==> config.mk <==
export PLATFORM = sky130hd
export DESIGN_NAME = cce_queue
export DESIGN_NICKNAME = d
export VERILOG_FILES = /design/src/rtl/core/cce_pkg.sv /design/src/rtl/core/cce_queue.sv
export SDC_FILE = /design/constraint.sdc
export NUM_CORES = 1
export LEC_CHECK = 0
export BUFFER_PORTS_ARGS = -buffer_cell sky130_fd_sc_hd__buf_2
export CAP_MARGIN = 15
export CORE_MARGIN = 2
export CORE_UTILIZATION = 60
export DETAILED_ROUTE_END_ITERATION = 12
export PLACE_DENSITY = 0.8
export SYNTH_ARGS = -nofsm -noshare
export SYNTH_HDL_FRONTEND = slang
export SYNTH_SLANG_ARGS = --single-unit
==> constraint.sdc <==
create_clock -name clk -period 16.4 [get_ports clk]
set_input_delay 1.64 -clock clk [delete_from_list [all_inputs] [get_ports clk]]
set_output_delay 1.64 -clock clk [all_outputs]
set_load 0.05 [all_outputs]
==> src/rtl/core/cce_pkg.sv <==
package cce_pkg;

    typedef logic [23:0] pix_t;

    // one column of source pixels: two stored rows and the incoming row
    typedef struct packed {
        pix_t a;
        pix_t b;
        pix_t x;
    } col_t;

    // one classified input pixel; mask bits in emission order:
    // prev row left, prev row right edge, last row left, last row right edge
    typedef struct packed {
        logic [3:0] mask;
        logic       r_eq0;
        logic       r_eq1;
        logic       c_eq0;
        logic       c_eq1;
        col_t       cur;
        col_t       p1;
        col_t       p2;
    } job_t;

    typedef struct packed {
        logic [2:0][23:0] krow;
        logic             binarize;
        logic [7:0]       threshold;
    } filt_cfg_t;

    typedef enum logic [2:0] {
        REG_FRAME_WIDTH   = 3'd0,
        REG_FRAME_HEIGHT  = 3'd1,
        REG_KERNEL_TOP    = 3'd2,
        REG_KERNEL_MIDDLE = 3'd3,
        REG_KERNEL_BOTTOM = 3'd4,
        REG_BINARIZE      = 3'd5,
        REG_THRESHOLD     = 3'd6
    } reg_idx_t;

    localparam logic [11:0] RST_FRAME_WIDTH   = 12'd640;
    localparam logic [15:0] RST_FRAME_HEIGHT  = 16'd480;
    localparam logic [23:0] RST_KERNEL_TOP    = 24'd0;
    localparam logic [23:0] RST_KERNEL_MIDDLE = 24'd256;
    localparam logic [23:0] RST_KERNEL_BOTTOM = 24'd0;
    localparam logic [7:0]  RST_THRESHOLD     = 8'd128;
    localparam logic [7:0]  COL_MAX           = 8'd255;

    localparam int QDEPTH = 4;
    localparam int QPTR_W = 2;

endpackage

==> src/rtl/core/cce_queue.sv <==
module cce_queue
    import cce_pkg::*;
(
    input  logic clk,
    input  logic rst_n,
    input  logic push,
    input  job_t push_job,
    output logic full,
    input  logic pop,
    output logic head_valid,
    output job_t head_job
);

    job_t              slot_reg [QDEPTH];
    logic [QPTR_W-1:0] wr_ptr_reg, rd_ptr_reg;
    logic [QPTR_W:0]   count_reg, count_next;

    assign full       = (count_reg == (QPTR_W+1)'(QDEPTH));
    assign head_valid = (count_reg != '0);
    assign head_job   = slot_reg[rd_ptr_reg];

    always_comb
    begin
        count_next = count_reg;
        if (push && !pop)
            count_next = count_reg + 1'b1;
        else if (pop && !push)
            count_next = count_reg - 1'b1;
    end

    always_ff @(posedge clk)
    begin
        if (push)
            slot_reg[wr_ptr_reg] <= push_job;
    end

    always_ff @(posedge clk or negedge rst_n)
    begin
        if (!rst_n)
        begin
            wr_ptr_reg <= '0;
            rd_ptr_reg <= '0;
            count_reg  <= '0;
        end
        else
        begin
            count_reg <= count_next;
            if (push)
                wr_ptr_reg <= wr_ptr_reg + 1'b1;
            if (pop)
                rd_ptr_reg <= rd_ptr_reg + 1'b1;
        end
    end

endmodule

==> qor_table.md, run 1 <==
| Parameter | This run | Unit |
|---|---|---|
| Fillers | 2994 | - |
| Sum Neg Setup Slack | 0 | ns |
| CTS tree | yes | - |
| DRC violation count after routing | 0 | - |
| Drt initial violations | 1500 | - |
| Leak | 13.1 | nW |
| Gate count of the mapped netlist | 1204 | - |
| Total area of sequential cells | 0.0271 | sq mm |
| Vias per cell | 6.06 | - |
| Cell area after technology mapping | 0.0327 | sq mm |
| Most frequent cells after synthesis | 896 x sky130_fd_sc_hd__edfxtp_1, 224 x sky130_fd_sc_hd__mux4_2, 26 x sky130_fd_sc_hd__buf_2 | - |
| Vias in the first global route | 15900 | - |
| Clock Pin Slew Worst Setup and Hold Paths | 0.06 | ns |
| Top fanout value on the critical path | 51 | - |
| Row count | 85 | - |
| Count of final hold-check violations | 0 | - |
| DRT antenna net count | 0 | - |
| Count of hold buffers inserted by post-cts repair | 0 | - |
| Initial antenna violation count | 35 | - |
| Resized Gates After CTS | 0 | - |
| Bufs on Longest Clock Path | 3 | - |
| Number of buffers inserted to repair setup after CTS | 0 | - |
| Sequential cell area fraction in the yosys report | 82.8 | % |
| H-tree lvl count | 3 | - |
| Clock Tree Root | sky130_fd_sc_hd__clkbuf_16 | - |
| Detail-routed net length per standard cell | 28.0 | um |
| Main area contributors after synthesis | sky130_fd_sc_hd__edfxtp_1 82%, sky130_fd_sc_hd__mux4_2 15%, sky130_fd_sc_hd__buf_6 0.59% | - |
| Cell repeated most along the worst path | sky130_fd_sc_hd__buf_4 | - |
| Area after DPL | 0.0356 | sq mm |
| Multi-input combinational cell area | 0.00526 | sq mm |
| Share of cells above drive strength 1 | 46.4 | % |
| Number of buffers created by CTS | 87 | - |
| Number of sinks on the clock net | 903 | - |
| PD cells | 214 | mW/mm^2 |
| Proportion of netlist area held by the largest area contributor | 82.3 | % |
| Crit path cell chain | buf_4 -> buf_4 -> mux4_2 -> buf_2 | - |
| All-layer global routing usage | 24.4 | % |
| Area growth from synthesis to layout | 17.7 | % |
| Count of synthesis-stage warnings from yosys | 0 | - |
| Slowest cell on the critical path | sky130_fd_sc_hd__buf_4 | - |
| Power Total | 8.22 | mW |
| Die Width | 237 | um |
| Maximum number of pins on one net before global-route repair | 75 | - |
| Path type of the worst min-delay path | register to register | - |
| Final Max Tran Viols | 0 | - |
| Max-Cap Viols | 0 | - |
| Data arrival time of the worst path | 4.31 | ns |
| Flip-flop and latch count after synthesis | 903 | - |
| Post-route cell area | 0.0385 | sq mm |
| Net count of the finished layout | 1949 | - |
| Class of the most critical setup path | register to primary output | - |
| Final critical delay including setup and external delays | 5.95 | ns |
| Vert. Die Dim | 237 | um |
| PortBufs | 453 | - |
| Mean instance size in the synthesized netlist | 27.2 | sq um |
| CP startpoint kind | register | - |
| Synthesized net count | 1438 | - |
| Die area | 0.0564 | sq mm |
| Share of flip-flops with an asynchronous set or reset | 0.775 | % |
| Final worst path period share | 36.3 | % |
| Data required time of the critical path | 14.76 | ns |
| Final Routed Wirelength | 70100 | um |
| Number of distinct library cell variants in the gate-level netlist after synthesis | 19 | - |
| Smallest hold slack | 0.509 | ns |
| Biggest area consumer among synthesized cells | sky130_fd_sc_hd__edfxtp_1 | - |
| Kind of end point of the critical path | primary output | - |
| Maximum vdd ir drop | 0.000177 | V |
| Top FF cell, synth | sky130_fd_sc_hd__edfxtp_1 | - |
| Core Area | 0.0538 | sq mm |
| Count of TritonRoute iterations in the first routing pass | 5 | - |
| Status | complete, no violations | - |
| Buffer and inverter count on the worst path | 3 | - |
| Util after Layout | 71.5 | % |
| Remaining Overflow, GRT | 0 | - |
| Worst rel slew slack | 22.3 | % |
| Highest attainable clock frequency | 168 | MHz |
| Most common cell in the netlist | sky130_fd_sc_hd__edfxtp_1 | - |
| Initial cell density of the core | 60.7 | % |
| Placer's final routability congestion estimate | 0.757 | - |
| Total number of vias | 15200 | - |
| Setup repair after global routing missed its margin | false | - |
| HPWL after detailed placement | 38600 | um |
| Actual transition at the worst max-transition pin | 1.17 | ns |
| Number of top-level pins | 454 | - |
| Family with the most delay on the worst path | buffers and inverters | - |
| Clock latency on the worst-skew pair | 0.63 | ns |
| First-pass GRT wire length | 100000 | um |
| Setup Skew | 0.0242 | ns |
| Flip-flop count of the largest register, all copies and words added | 896 | - |
| Final setup vio count | 0 | - |
| Max incr delay on CP | 0.93 | ns |
| Post-synth EDFFs | 896 | - |
==> logic make-up after synthesis <==
family	count (synthesis)	synth area share, %
and+or+nand+nor	9	0.153
buffers and inverters	54	1.11
DFF	903	82.8
AOI/OAI and AO/OA	1	0.0153
adders and majority gates	6	0.253
xor gates and xnor gates	6	0.161
muxes	225	15.5
==> cell usage in the layout (no fill, tap or decap), types with 2 or more instances in the layout <==
cell type / instances
sky130_fd_sc_hd__xnor2_1: 2
sky130_fd_sc_hd__inv_6: 4
sky130_fd_sc_hd__dfrtp_1: 5
sky130_fd_sc_hd__buf_2: 453
sky130_fd_sc_hd__mux4_2: 224
sky130_fd_sc_hd__inv_1: 4
sky130_fd_sc_hd__diode_2: 24
sky130_fd_sc_hd__clkinv_2: 16
sky130_fd_sc_hd__nand2_1: 2
sky130_fd_sc_hd__edfxtp_1: 896
sky130_fd_sc_hd__ha_1: 5
sky130_fd_sc_hd__clkbuf_16: 88
sky130_fd_sc_hd__dfrtp_4: 2
sky130_fd_sc_hd__clkbuf_1: 17
sky130_fd_sc_hd__clkinv_1: 15
sky130_fd_sc_hd__clkinvlp_4: 4
sky130_fd_sc_hd__buf_4: 19
sky130_fd_sc_hd__xor2_1: 4
sky130_fd_sc_hd__bufinv_16: 8
sky130_fd_sc_hd__and2_4: 4
==> layout make-up <==
class / count / share of cell area (%)
antenna: 24 / 0.156
clock buffer: 105 / 5.89
clock inverter: 51 / 1.34
inverter: 4 / 0.0390
multi-input combinational: 247 / 13.7
sequential: 903 / 70.4
tap: 696 / 2.26
timing repair buffer: 472 / 6.26
==> where the power goes <==
group | switching [mW] | total [mW] | internal (mW)
Clock | 0.828 | 1.95 | 1.12
Sequential | 0.170 | 3.19 | 3.02
Combinational | 2.21 | 3.08 | 0.867
Total | 3.21 | 8.22 | 5.01
==> path summary, 6_finish.rpt <==
| kind | from | to | slack, ns | cells after the start |
|---|---|---|---|---|
| worst max-delay path | rd_ptr_reg[0] | head_job[140] | 10.45 | 4 |
| worst min-delay path | count_reg[2] | count_reg[2] | 0.51 | 1 |
| worst max register to register | wr_ptr_reg[1] | slot_reg[1][170] | 13.03 | 5 |
| worst min register to register | count_reg[2] | count_reg[2] | 0.51 | 1 |
| max in group asynchronous | rst_n | wr_ptr_reg[0] | 15.39 | 1 |
| min in group asynchronous | rst_n | rd_ptr_reg[1] | 0.83 | 1 |
==> metrics by stage <==
step | setup WS (ns) | instances
after floorplan | 9.08 | 1204
after global placement | 10.94 | 2322
after global routing | 9.98 | 2494
after detailed placement | 10.94 | 2322
final | 10.45 | 2502
after CTS | 10.27 | 2478
==> metal layers <==
metal  global-route usage, %  vias up  wire length, um
met4                    7.59       26             1660
met2                    40.0      762            36500
met5                       0        -              174
li1                        -     6301                -
met1                    31.5     7927            25600
met3                    8.08      134             6200
Power figures use the tool's default switching activity.
==> inputs of run 2 (changes only) <==
--- a/config.mk
+++ b/config.mk
@@ -8,9 +8,9 @@
 export BUFFER_PORTS_ARGS = -buffer_cell sky130_fd_sc_hd__buf_2
 export CAP_MARGIN = 15
 export CORE_MARGIN = 2
-export CORE_UTILIZATION = 60
+export CORE_UTILIZATION = 51
 export DETAILED_ROUTE_END_ITERATION = 12
-export PLACE_DENSITY = 0.8
+export PLACE_DENSITY = 0.72
 export SYNTH_ARGS = -nofsm -noshare
 export SYNTH_HDL_FRONTEND = slang
 export SYNTH_SLANG_ARGS = --single-unit
==> constraint.sdc (replaced) <==
create_clock -name clk -period 5.1 [get_ports clk]
set_input_delay 0.51 -clock clk [delete_from_list [all_inputs] [get_ports clk]]
set_output_delay 0.51 -clock clk [all_outputs]
set_load 0.05 [all_outputs]
==> run 2 against run 1 <==
  * Clock power rose to 3.2 times the previous value
  * Combinational power increased to 3.2 times the previous value
  * Worst hold slack got worse by 0.43 ns
  * Critical path depth down 1
  * Critical path type unchanged
  * Critical endpoint is now head_job[154]
  * Highest routed layer unchanged
==> qor_table.md, run 2 (synthesis results as in run 1) <==
| Parameter | This run | Unit | vs previous |
|---|---|---|---|
| Status | complete, no violations | - |  |
| Drt initial violations | 1078 | - | -28% |
| Reg-to-reg critical path startpoint | wr_ptr_reg[1] | - |  |
| Count of final hold-check violations | 0 | - | unchanged |
| Final worst path period share | 68.9 | % |  |
| Worst rel slew slack | 27.8 | % | +5.5 points |
| Most Used Layer, Global Route | met2 | - |  |
| Setup slack on the worst flop-to-flop path | 2.60 | ns | -10.43 ns |
| Leak | 13.2 | nW | +0.65% |
| DRT antenna net count | 0 | - | unchanged |
| Clock Pin Slew Worst Setup and Hold Paths | 0.06 | ns | about the same |
| Depth of the worst register-to-register path | 4 | - | -1 |
| Top fanout value on the critical path | 38 | - | -25% |
| First-pass GRT wire length | 96100 | um | -3.8% |
| Data required time of the critical path | 4.59 | ns | -10.17 ns |
| Highest attainable clock frequency | 284 | MHz |  |
| Multi-input combinational cell area | 0.00526 | sq mm | unchanged |
| Detail-routed net length per standard cell | 24.4 | um | -13% |
| Max-Cap Viols | 0 | - | unchanged |
| Setup repair after global routing missed its margin | false | - |  |
| R2r endpoint | slot_reg[1][214] | - |  |
| Core Area | 0.0632 | sq mm | +17% |
| Count of TritonRoute iterations in the first routing pass | 5 | - | unchanged |
| Vert. Die Dim | 257 | um | +8.3% |
| Kind of end point of the critical path | primary output | - |  |
| Die Width | 257 | um | +8.3% |
| Total area of sequential cells | 0.0271 | sq mm | unchanged |
| Fraction of met3 tracks used by global routing | 6.06 | % | -2.0 points |
| CP startpoint kind | register | - |  |
| Data arrival time of the worst path | 3.01 | ns | -1.30 ns |
| All-layer global routing usage | 19.5 | % | -4.8 points |
| Worst setup path end | head_job[154] | - |  |
| Die area | 0.0661 | sq mm | +17% |
| Area growth from synthesis to layout | 18.9 | % |  |
| Vias per cell | 5.49 | - | -9.3% |
| Resized Gates After CTS | 0 | - | unchanged |
| Clock Tree Root | sky130_fd_sc_hd__clkbuf_16 | - |  |
| CTS tree | yes | - |  |
| Power Total | 26.3 | mW | +220% |
| Number of top-level pins | 454 | - | unchanged |
| Row count | 92 | - | +8.2% |
| Final Routed Wirelength | 64700 | um | -7.8% |
| Number of sinks on the clock net | 903 | - | unchanged |
| Total number of vias | 14600 | - | -3.8% |
| Maximum number of pins on one net before global-route repair | 84 | - | +12% |
| PD cells | 677 | mW/mm^2 | +220% |
| Path type of the worst min-delay path | input pin to register | - |  |
| Util after Layout | 61.5 | % | -10 points |
| Clock latency on the worst-skew pair | 0.63 | ns | about the same |
| Commonest non-fill, non-tap cells in the layout | 896 x sky130_fd_sc_hd__edfxtp_1, 453 x sky130_fd_sc_hd__buf_2, 224 x sky130_fd_sc_hd__mux4_2 | - |  |
| Class of the most critical setup path | register to primary output | - |  |
| Number of buffers inserted to repair setup after CTS | 0 | - | unchanged |
| DRC violation count after routing | 0 | - | unchanged |
| CP Launch Point | rd_ptr_reg[0] | - |  |
| Final setup vio count | 0 | - | unchanged |
| Fillers | 4321 | - | +44% |
| Initial antenna violation count | 22 | - | -37% |
| Remaining Overflow, GRT | 0 | - | unchanged |
| Initial cell density of the core | 51.7 | % | -9.0 points |
| Filler-free cell count of the finished design | 2654 | - | +6.1% |
| Flip-flop count of the largest register, all copies and words added | 896 | - | unchanged |
| Final Max Tran Viols | 0 | - | unchanged |
| Net count of the finished layout | 1957 | - | +0.41% |
| Global-route track usage on met2 | 31.9 | % | -8.0 points |
| Bufs on Longest Clock Path | 3 | - | unchanged |
| Post-placement cell count | 2477 | - | +6.7% |
| Placer's final routability congestion estimate | 0.754 | - | -0.48% |
| Sum Neg Setup Slack | 0 | ns | unchanged |
| Setup Skew | 0.0155 | ns | -0.00871 ns |
| HPWL after detailed placement | 38900 | um | +0.63% |
| H-tree lvl count | 3 | - | unchanged |
| Number of buffers created by CTS | 89 | - | +2.3% |
| Vias in the first global route | 15500 | - | -2.8% |
| Actual transition at the worst max-transition pin | 1.08 | ns | -0.0826 ns |
| Maximum vdd ir drop | 0.000439 | V | +150% |
| Share of cells above drive strength 1 | 46.3 | % | -0.062 points |
| Final critical delay including setup and external delays | 3.52 | ns |  |
| Commonest non-fill, non-tap cell in the layout | sky130_fd_sc_hd__edfxtp_1 | - |  |
| PortBufs | 453 | - | unchanged |
| Met1 track utilization from global routing | 25.0 | % | -6.5 points |
-- run 2: what timing repair did --
action,in CTS,in global routing
hold endpoints to repair,7,0
hold buffers,1,0
setup endpoints to repair,0,0
-- run 2: final cells by class --
type                       count  area share [%]
antenna                       15          0.0965
clock buffer                 106            5.89
clock inverter                55            1.32
inverter                       4          0.0386
multi-input combinational    247            13.5
sequential                   903            69.7
tap                          846            2.72
timing repair buffer         478            6.74
-- run 2: report_power, final --
part | switching [mW] | internal [mW] | leakage (nW)
logic | 7.01 | 2.88 | 3.50
clock network | 2.66 | 3.58 | 1.36
registers | 0.490 | 9.70 | 8.31
-- run 2: worst min path at each step --
stage / start / end / slack (ns) / cells past startpoint
2_1_floorplan: rst_n / count_reg[0] / 0.21 / 0
3_3_place_gp: rst_n / count_reg[1] / 0.36 / 1
3_5_place_dp: rst_n / count_reg[0] / 0.37 / 1
4_1_cts: push_job[54] / slot_reg[2][54] / 0.04 / 1
5_1_grt: push_job[33] / slot_reg[3][33] / 0.06 / 1
6_report: push_job[108] / slot_reg[3][108] / 0.08 / 1
-- run 2: metal layers --
layer  up-vias  share of wire, %
met4        18               2.2
li1       6300                 -
met1      7663                37
met3       103               8.8
met2       486                51
met5         -              0.17
-- run 2: worst max-delay path, stage by stage (launching register included) --
cell and delay [ns]:
sky130_fd_sc_hd__dfrtp_4 0.97, sky130_fd_sc_hd__buf_4 0.57, sky130_fd_sc_hd__mux4_2 0.59, sky130_fd_sc_hd__buf_2 0.23
-- run 2: metrics by stage --
stage	area, sq um	hold WS, ns	setup WS, ns
2_1_floorplan	32700	0.214	1.30
6_report	38900	0.0800	1.58
4_1_cts	38800	0.0387	1.41
3_5_place_dp	36000	0.374	2.09
3_3_place_gp	36000	0.364	2.11
5_1_grt	38900	0.0587	1.33
==> inputs of run 3 (changes only) <==
==> constraint.sdc (replaced) <==
create_clock -name clk -period 3.2 [get_ports clk]
set_input_delay 0.32 -clock clk [delete_from_list [all_inputs] [get_ports clk]]
set_output_delay 0.32 -clock clk [all_outputs]
set_load 0.05 [all_outputs]
==> run 3 against run 2 <==
  * Combinational power increased by 69%
  * Via count increased by 8.7%
  * Critical path type unchanged
  * Worst setup slack got worse by 1.3 ns
  * Register-to-register slack got worse by 1.5 ns
  * Sequential share of layout area decreased by 4.5 points
  * Flip-flop and latch count unchanged
  * Clock-buffer cell count decreased by 2
  * Global-route usage increased by 1.5 points
==> qor_table.md, run 3 (synthesis results as in run 1) <==
| Parameter | This run | Unit | vs previous |
|---|---|---|---|
| Class of the most critical setup path | register to primary output | - |  |
| Row count | 92 | - | unchanged |
| Highest attainable clock frequency | 342 | MHz |  |
| Leak | 14.3 | nW | +8.9% |
| Setup slack on the worst flop-to-flop path | 1.15 | ns | -1.45 ns |
| Initial antenna violation count | 5 | - | -77% |
| Setup Skew | 0.0349 | ns | +0.0194 ns |
| Final Routed Wirelength | 69500 | um | +7.4% |
| Data required time of the critical path | 2.88 | ns | -1.71 ns |
| Buffer and inverter count on the worst path | 3 | - | +1 |
| All-layer global routing usage | 21.0 | % | +1.5 points |
| Vias per cell | 5.50 | - | +0.11% |
| Number of top-level pins | 454 | - | unchanged |
| DRT antenna net count | 0 | - | unchanged |
| Commonest non-fill, non-tap cell in the layout | sky130_fd_sc_hd__edfxtp_1 | - |  |
| DRC violation count after routing | 0 | - | unchanged |
| P_int | 26.7 | mW | +65% |
| Vias in the first global route | 17100 | - | +10% |
| Initial cell density of the core | 51.7 | % | unchanged |
| CTS tree | yes | - |  |
| Clock Pin Slew Worst Setup and Hold Paths | 0.06 | ns | about the same |
| Kind of end point of the critical path | primary output | - |  |
| Drt initial violations | 1186 | - | +10% |
| Maximum vdd ir drop | 0.000772 | V | +76% |
| Data arrival time of the worst path | 2.61 | ns | -0.40 ns |
| Clock latency on the worst-skew pair | 0.64 | ns | about the same |
| Max-Cap Viols | 0 | - | unchanged |
| PD cells | 1040 | mW/mm^2 | +54% |
| Sum Neg Setup Slack | 0 | ns | unchanged |
| Max incr delay on CP | 0.60 | ns | -0.37 ns |
| Final Max Tran Viols | 0 | - | unchanged |
| Crit path cell chain | buf_12 -> buf_4 -> mux4_2 -> buf_2 | - |  |
| First-pass GRT wire length | 104000 | um | +8.4% |
| Maximum number of pins on one net before global-route repair | 72 | - | -14% |
| Vert. Die Dim | 257 | um | unchanged |
| Detail-routed net length per standard cell | 24.1 | um | -1.1% |
| Total number of vias | 15800 | - | +8.7% |
| Net count of the finished layout | 2195 | - | +12% |
| Switching power share of the total | 38.3 | % | -0.26 points |
| Share of cells above drive strength 1 | 42.1 | % | -4.2 points |
| Final setup vio count | 0 | - | unchanged |
| Clock Tree Root | sky130_fd_sc_hd__clkbuf_16 | - |  |
| Util after Layout | 65.8 | % | +4.3 points |
| Area growth from synthesis to layout | 27.2 | % |  |
| Slowest cell on the critical path | sky130_fd_sc_hd__dfrtp_4 | - |  |
| Remaining Overflow, GRT | 0 | - | unchanged |
| Bufs on Longest Clock Path | 3 | - | unchanged |
| Family with the most delay on the worst path | buffers and inverters | - |  |
| Number of buffers created by CTS | 89 | - | unchanged |
| Flip-flop count of the largest register, all copies and words added | 896 | - | unchanged |
| Setup repair after global routing missed its margin | false | - |  |
| Actual transition at the worst max-transition pin | 0.829 | ns | -0.253 ns |
| Commonest non-fill, non-tap cells in the layout | 896 x sky130_fd_sc_hd__edfxtp_1, 453 x sky130_fd_sc_hd__buf_2, 227 x sky130_fd_sc_hd__dlygate4sd3_1 | - |  |
| Reg-to-reg critical path startpoint | wr_ptr_reg[0] | - |  |
| Share of total power in sequential cells | 37.1 | % | -1.6 points |
| Total area of sequential cells | 0.0271 | sq mm | unchanged |
| H-tree lvl count | 3 | - | unchanged |
| Number of buffers inserted to repair setup after CTS | 0 | - | unchanged |
| Fillers | 3959 | - | -8.4% |
| HPWL after detailed placement | 40300 | um | +3.6% |
| Final worst path period share | 91.5 | % |  |
| PortBufs | 453 | - | unchanged |
| Status | complete, no violations | - |  |
| Count of TritonRoute iterations in the first routing pass | 5 | - | unchanged |
| Top fanout value on the critical path | 17 | - | -55% |
| Clock group share of total power | 24.5 | % | +0.8 points |
| Core Area | 0.0632 | sq mm | unchanged |
| Depth of the worst register-to-register path | 4 | - | unchanged |
| Multi-input combinational cell area | 0.00526 | sq mm | unchanged |
| Die area | 0.0661 | sq mm | unchanged |
| R2r endpoint | slot_reg[2][65] | - |  |
| Power spent charging and discharging nets | 16.6 | mW | +64% |
| Placer's final routability congestion estimate | 0.784 | - | +4.1% |
| Number of sinks on the clock net | 903 | - | unchanged |
| Final critical delay including setup and external delays | 2.93 | ns |  |
| Worst rel slew slack | 44.7 | % | +17 points |
| Count of final hold-check violations | 0 | - | unchanged |
| CP startpoint kind | register | - |  |
| Path type of the worst min-delay path | input pin to asynchronous set/reset pin | - |  |
| Share of total power in combinational logic | 38.4 | % | +0.8 points |
| Die Width | 257 | um | unchanged |
[run 3: layout make-up]
| type | instances | area share (%) |
|---|---|---|
| tap | 846 | 2.54 |
| multi-input combinational | 247 | 12.6 |
| inverter | 4 | 0.0361 |
| antenna | 3 | 0.0180 |
| clock inverter | 58 | 1.72 |
| clock buffer | 104 | 5.54 |
| timing repair buffer | 716 | 12.4 |
| sequential | 903 | 65.1 |
[run 3: power groups by stage]
stage	clock network, mW	registers [mW]	logic, mW
4_1_cts	10.8	16.0	16.9
3_5_place_dp	0	16.3	16.6
2_1_floorplan	0	16.1	12.7
5_1_grt	11.3	16.2	17.4
6_report	10.6	16.1	16.7
3_3_place_gp	0	16.1	16.6
[run 3: what timing repair did]
action	in CTS	in global routing
hold endpoints to repair	907	0
hold buffers	227	0
gates resized for setup	0	0
[run 3: how the worst max path moves through the flow]
stage,to,depth (start not counted),slack [ns],startpoint
global route,head_job[222],4,0.10,rd_ptr_reg[0]
global placement,head_job[35],4,0.85,rd_ptr_reg[0]
floorplan,slot_reg[2][0],3,0.57,wr_ptr_reg[0]
detailed placement,head_job[222],4,0.85,rd_ptr_reg[0]
finish,head_job[21],4,0.27,rd_ptr_reg[0]
CTS,head_job[21],4,0.17,rd_ptr_reg[0]
[run 3: metal layers]
layer / track usage (%) / wire length, um / vias up
li1: - / - / 6772
met1: 27.0 / 26300 / 8302
met2: 35.4 / 35900 / 638
met3: 5.49 / 5440 / 115
met4: 6.75 / 1730 / 6
met5: 0 / 40 / -
[run 3: stage by stage]
step	std cells	hold slack (ns)	cell area [sq um]	power (mW)	worst slack [ns]
5_1_grt	2880	0.0727	41600	44.9	0.102
3_3_place_gp	2489	0.162	36300	32.7	0.852
3_5_place_dp	2489	0.172	36300	32.9	0.849
2_1_floorplan	1204	0.0244	32700	28.7	0.572
4_1_cts	2878	0.0529	41600	43.7	0.174
6_report	2881	0.0818	41600	43.4	0.273
